<file path="src/rtl/bbc_pkg.sv">
// Shared types and constants of the block buffer cache.
`default_nettype none

package bbc_pkg;

  localparam int unsigned DEF_ENTRIES = 256;
  localparam int unsigned DEF_BUCKETS = 32;
  localparam int unsigned DEF_POOLS   = 16;

  typedef enum logic [1:0] {
    FN_GET       = 2'd0,
    FN_RELEASE   = 2'd1,
    FN_DIRTY     = 2'd2,
    FN_WRITEBACK = 2'd3
  } bbc_func_e;

  typedef enum logic [2:0] {
    STAT_HIT    = 3'd0,
    STAT_MISS   = 3'd1,
    STAT_BUSY   = 3'd2,
    STAT_NOFREE = 3'd3,
    STAT_DONE   = 3'd4
  } bbc_status_e;

  typedef enum logic [4:0] {
    S_CLEAR, S_IDLE, S_HASH, S_BKT, S_WALK, S_MISS, S_MRD, S_RR1, S_RR2, S_HFIN,
    S_CR1, S_CR2, S_CR3, S_INS0, S_INS1, S_INS2, S_RD, S_AP1, S_AP2, S_AP3, S_RESP
  } bbc_state_e;

  typedef struct packed {
    bbc_func_e   func;
    logic [7:0]  device;
    logic [31:0] block_number;
    logic [3:0]  pool;
    logic [7:0]  buffer_index;
  } bbc_req_t;

  typedef struct packed {
    bbc_status_e status;
    logic [7:0]  granted_buffer;
    logic        needs_fill;
    logic        writeback;
    logic [7:0]  wb_device;
    logic [31:0] wb_block;
    logic [7:0]  wb_buffer;
  } bbc_resp_t;

endpackage

`default_nettype wire

</file>
<file path="src/rtl/bbc_hash.sv">
// Bucket hash unit: 32-bit value modulo the bucket count, one nibble per cycle.
`default_nettype none

module bbc_hash #(
  parameter int unsigned BUCKETS = bbc_pkg::DEF_BUCKETS
) (
  input  logic                       clk_i,
  input  logic                       rst_ni,
  input  logic                       start_i,
  input  logic [31:0]                value_i,
  output logic                       done_o,
  output logic [$clog2(BUCKETS)-1:0] bucket_o
);
  import bbc_pkg::*;

  localparam int unsigned BW = $clog2(BUCKETS);
  localparam int unsigned RW = BW + 4;

  logic          run_q, done_q;
  logic [2:0]    cnt_q;
  logic [31:0]   val_q;
  logic [BW-1:0] rem_q, rem_d;
  logic [RW-1:0] acc;

  // Shift the remainder up by a nibble and bring it back below the bucket count.
  always_comb begin
    acc = {rem_q, 4'b0000} + RW'(val_q[31:28]);
    for (int s = 3; s >= 0; s--) begin
      if (acc >= RW'(BUCKETS << s)) begin
        acc = acc - RW'(BUCKETS << s);
      end
    end
    rem_d = acc[BW-1:0];
  end

  always_ff @(posedge clk_i or negedge rst_ni) begin
    if (!rst_ni) begin
      run_q  <= 1'b0;
      done_q <= 1'b0;
      cnt_q  <= '0;
    end else begin
      done_q <= 1'b0;
      if (start_i) begin
        run_q <= 1'b1;
        cnt_q <= '0;
      end else if (run_q) begin
        cnt_q <= cnt_q + 3'd1;
        if (cnt_q == 3'd7) begin
          run_q  <= 1'b0;
          done_q <= 1'b1;
        end
      end
    end
  end

  always_ff @(posedge clk_i) begin
    if (start_i) begin
      val_q <= value_i;
      rem_q <= '0;
    end else if (run_q) begin
      val_q <= {val_q[27:0], 4'b0000};
      rem_q <= rem_d;
    end
  end

  assign done_o   = done_q;
  assign bucket_o = rem_q;

endmodule

`default_nettype wire

</file>
<file path="config.mk">
export PLATFORM = sky130hd
export DESIGN_NAME = bbc_hash
export DESIGN_NICKNAME = d
export VERILOG_FILES = /design/src/rtl/bbc_pkg.sv /design/src/rtl/bbc_hash.sv
export SDC_FILE = /design/constraint.sdc
export NUM_CORES = 1
export LEC_CHECK = 0
export BUFFER_PORTS_ARGS = -buffer_cell sky130_fd_sc_hd__buf_2
export CAP_MARGIN = 20
export CORE_MARGIN = 2
export CORE_UTILIZATION = 35
export CTS_CLUSTER_SIZE = 10
export DETAILED_ROUTE_END_ITERATION = 8
export GPL_TIMING_DRIVEN = 0
export HOLD_SLACK_MARGIN = 0.12
export PLACE_DENSITY_LB_ADDON = 0.25
export SLEW_MARGIN = 25
export SYNTH_ARGS = -nofsm -noshare
export SYNTH_HDL_FRONTEND = slang
export SYNTH_SLANG_ARGS = --single-unit
</file>
<file path="constraint.sdc">
create_clock -name clk_i -period 2.1 [get_ports clk_i]
set_input_delay 0.315 -clock clk_i [delete_from_list [all_inputs] [get_ports clk_i]]
set_output_delay 0.315 -clock clk_i [all_outputs]
set_load 0.1 [all_outputs]
</file>
### Yosys cells after proc, flatten, opt, wreduce, memory -nomap -nowiden

Cells that the tools add are included.

* bits in registers: 42
* input port bits: 35
* output and inout port bits: 6
* word-level logic and storage cells: 31

* reduce and logical (&&, ||, !) cells: 1
* add/subtract/negate cells: 6
* eq/ne operators: 1
* multiplexer cells: 14
* order comparisons: 4

Operator list (number)
* 32-bit two-way mux: 2
* 9-bit two-way mux: 3
* 9-bit by 4-bit adder with 9-bit output: 1
* 9-bit by 6-bit >= comparator with 1-bit output, second input constant: 1
* 9-bit by 7-bit >= comparator with 1-bit output, second input constant: 1
* 9-bit by 8-bit >= comparator with 1-bit output, second input constant: 1
* 9-bit >= comparator, second input constant: 1
* 9-bit by 7-bit subtractor with 9-bit output, second input constant: 1
* 9-bit by 8-bit subtractor with 9-bit output, second input constant: 1
* 9-bit subtractor, second input constant: 1
* 1-bit two-way mux: 6
* 3-bit two-way mux: 2
* 5-bit two-way mux: 1
* 5-bit by 1-bit subtractor with 5-bit output, second input constant: 1
* 3-bit by 1-bit adder with 3-bit output, second input constant: 1
* 3-bit == test, second input constant: 1
* 2-bit nonzero test: 1

### Depth between registers and ports, before layout

* word-level depth: 9
* gate-level depth with buffers: 4
* mapped depth without buffers: 4

### Worst setup path before layout

OpenSTA, ideal clock, no wires.

* path kind: in2reg
* from: input start_i
* to: register val_q[0] (enable)
* slack: 0.680 ns
* stages on the path: 3
* data required time: 1.725 ns
* setup time: 0.375 ns
* arrival time: 1.045 ns
* path buffers: 2
* cells stage by stage: buf_6 > buf_6 > or2_2

* word-level cells in the longest chain between the ends: 1

Ends and longest elaborated chain
* start, declared: line bbc_hash.sv:9 `input logic start_i,`
* 2-bit nonzero test (no line)
* end signal, assigned: line bbc_hash.sv:58 `val_q <= value_i;`
* end signal, assigned: line bbc_hash.sv:61 `val_q <= {val_q[27:0], 4'b0000};`
* end, declared: line bbc_hash.sv:21 `logic [31:0] val_q;`

No other way between the ends.
A chain may end at the register's enable or synchronous reset.

### Worst setup path after layout

* from: register run_q
* to: register val_q[20] (enable)

* word-level cells in the longest chain between the ends: 1

Ends and longest elaborated chain
* start, declared: line bbc_hash.sv:19 `logic run_q, done_q;`
* start signal, assigned: line bbc_hash.sv:38 `run_q <= 1'b0;`
* start signal, assigned: line bbc_hash.sv:44 `run_q <= 1'b1;`
* start signal, assigned: line bbc_hash.sv:49 `run_q <= 1'b0;`
* 2-bit nonzero test (no line)

No other way between the ends.

==> flow_summary.yaml <==
status:
  status: "complete, no violations"
sta:
  worst_pin_slew_ns: 0.759
  finalClockSkew_ns: 0.00457
  period_share_pct: 75.3
  slew_headroom_pct: 49.4
  hold_viol: 0
  slew_viol_final: 0
  min_period_ns: 1.58
  setup_viol: 0
  fmax_ghz: 0.632
  grt_setup_unrepaired: "no"
  worst_slack_ns: 0.519
  fin_tns_setup_ns: 0
synthesis:
  synthCells: 103
  ys_types: 18
  ys.warnings.count: 0
  seq_area_frac_synth_pct: 63.7
  syn_area_per_cell_um2: 18.1
  synth_fp_nets: 140
  netlist_top_cells_area: "edfxtp_1 52%, mux2_4 20%, dfrtp_1 6.7%"
  netlist.area_leader.share_pct: 51.6
  ys_ff_latch: 42
  syn-cell-area_um2: 1860
  yosys.area.top_type: "edfxtp_1"
global_route:
  track_usage_pct: 11.0
  grt_max_degree: 33
  grtUsageMet1_pct: 12.0
  antenna_found_initial: 0
  busiest_layer: "met2"
  grt_util_met2_pct: 18.2
  grt_overflow: 0
  grtUsageMet3_pct: 5.29
  grt_pass1_vias: 1035
  grt_pass1_wl_mm: 4.93
placed_design:
  pre_cts_ws_ns: 0.408
  dp_cells: 212
  port_buffers: 39
  gp_congestion: 0.608
floorplan:
  dieArea_um2: 5920
  die_x_um: 76.9
  ioPinCount: 41
  core_um2: 5110
  rows: 26
  fp.dieH_um: 76.9
  initial_core_util_pct: 36.5
layout:
  drive_gt1_share_pct: 55.0
  finalNonFillerCells: 221
  fin_nets: 187
  multi_input_area_um2: 589
  num_antenna_cells: 0
  ff_latch_area_um2: 1190
  fillers: 495
  syn2layout_area_growth_pct: 21.6
hold_path:
  min_path_type: "in2reg"
critical_path:
  worst-path-buf-inv: 1
  crit_required_ns: 2.02
  r2r_slack_ns: 0.52
  endpoint_kind: "flop"
  crit_chain: "buf_4 -> or2_2"
  cp_slowest_cell: "or2_2"
  cpLargestDelayFamily: "simple AND/OR/NAND/NOR gates"
  startpoint_type: "flop"
  worstPathArrival_ns: 1.50
  cp_slowest_stage_delay_ns: 0.64
  critPathKind: "reg2reg"
  critPathMaxFanout: 32
drt:
  vias: 959
  dr.pass1.iters: 2
  antenna_left: 0
  wire_per_inst_um: 13.1
  drt_iter0_drc: 44
  routed_via_density: 4.34
  drc: 0
  wl_mm: 2.90
cts:
  cts_buffers: 5
  post_cts_resized: 0
  clock-sinks: 42
  clk_latency_ns: 0.29
  cts_tree: "done"
  post_cts_buffers: 0
  root_buffer: "clkbuf_8"
  cts.clk_slew.worst_paths_ns: 0.08
  cts_max_level: 2
  ctsLongestPathBuffers: 2
power:
  ir_drop_uv: 338
  p_leak_nw: 1.06
  powerDensity_nw_per_um2: 815
job:
  cap_viol_max_count: 0
[path summary, 6_finish.rpt]
kind                            depth (start not counted)                     start                        to
worst max-delay path                                    2           run_q$_DFF_PN0_       val_q[20]$_DFFE_PP_
worst min-delay path                                    2                value_i[3]    val_q[3]$_SDFFCE_PN0P_
worst max register to register                          2           run_q$_DFF_PN0_       val_q[20]$_DFFE_PP_
worst min register to register                          2  bucket_o[2]$_SDFFE_PP0P_  bucket_o[2]$_SDFFE_PP0P_
max in group asynchronous                               2                    rst_ni      cnt_q[0]$_DFFE_PN0P_
min in group asynchronous                               2                    rst_ni          done_o$_DFF_PN0_
[state kept, by name (all words and copies together), names as in the netlist]
| signal | count |
|---|---|
| cnt_q | 3 |
| val_q | 32 |
| bucket_o | 5 |
| run_q | 1 |
| done_o | 1 |
[what timing repair did]
action | CTS | global route
endpoints found under the hold margin | 5 | 0
hold buffers | 1 | 0
endpoints found under the setup margin | 0 | 0
[per-stage QoR]
step	hold slack, ns	util [%]	instance area (µm²)	power, mW
after floorplan	0.0194	-	1860	1.20
after global placement	0.129	42.0	2140	1.25
after detailed placement	0.133	42.0	2140	1.27
after CTS	0.294	44.3	2260	1.87
after global routing	0.295	44.3	2260	1.93
final	0.303	44.3	2260	1.84
[final cells by class]
type                    instances  share of cell area (%)
flip-flops and latches         42                    52.4
multi-input cells              53                    26.0
repair buffers                 40                    9.06
clock buffers                   8                    4.86
well taps                      70                    3.87
plain buffers                   7                    3.65
inverters                       1                   0.166
[kinds of logic after synthesis]
kind of cell | after synthesis | synth area share, %
compound gates | 1 | 0.403
mux | 35 | 25.7
buf+inv | 8 | 4.64
simple gates | 14 | 3.70
xor+xnor | 1 | 0.471
flops | 42 | 63.7
fa+ha+maj | 2 | 1.34
[cells in the final DEF (no fill, tap or decap), types with 3 or more instances in the layout]
cell type  instances
and2_1             4
buf_2             40
clkbuf_8           8
dfrtp_1            5
dfxtp_1            5
edfxtp_1          32
mux2_2             3
mux2_4            25
mux2i_1            7
nor2_1             8
[power by group]
part           internal, mW  total, mW  switching, mW
clock network         0.332      0.600          0.268
logic                 0.129      0.244          0.115
registers             0.976       1.00         0.0246
[worst reg2reg max path, stage by stage, from the launching register on]
cell and delay (ns):
dfrtp_1 0.36, buf_4 0.20, or2_2 0.64
[cells in the mapped netlist]
master / n
xnor2_1: 1
mux2i_1: 7
and2_1: 4
dfxtp_1: 5
inv_1: 1
buf_12: 2
ha_1: 2
mux2_4: 25
dfrtp_1: 5
buf_4: 2
nor2_1: 8
buf_6: 2
edfxtp_1: 32
nor3b_1: 1
or2_2: 1
buf_2: 1
a21o_1: 1
mux2_2: 3
[metal layers]
metal | vias up | part of all wire, % | wire length [µm]
met1 | 460 | 41 | 1180
met2 | 29 | 51 | 1500
met4 | 0 | 0.28 | 8
li1 | 468 | - | -
met3 | 2 | 7.5 | 218
met5 | - | 0 | 0
No activity file was read; power rests on OpenSTA's default activity.
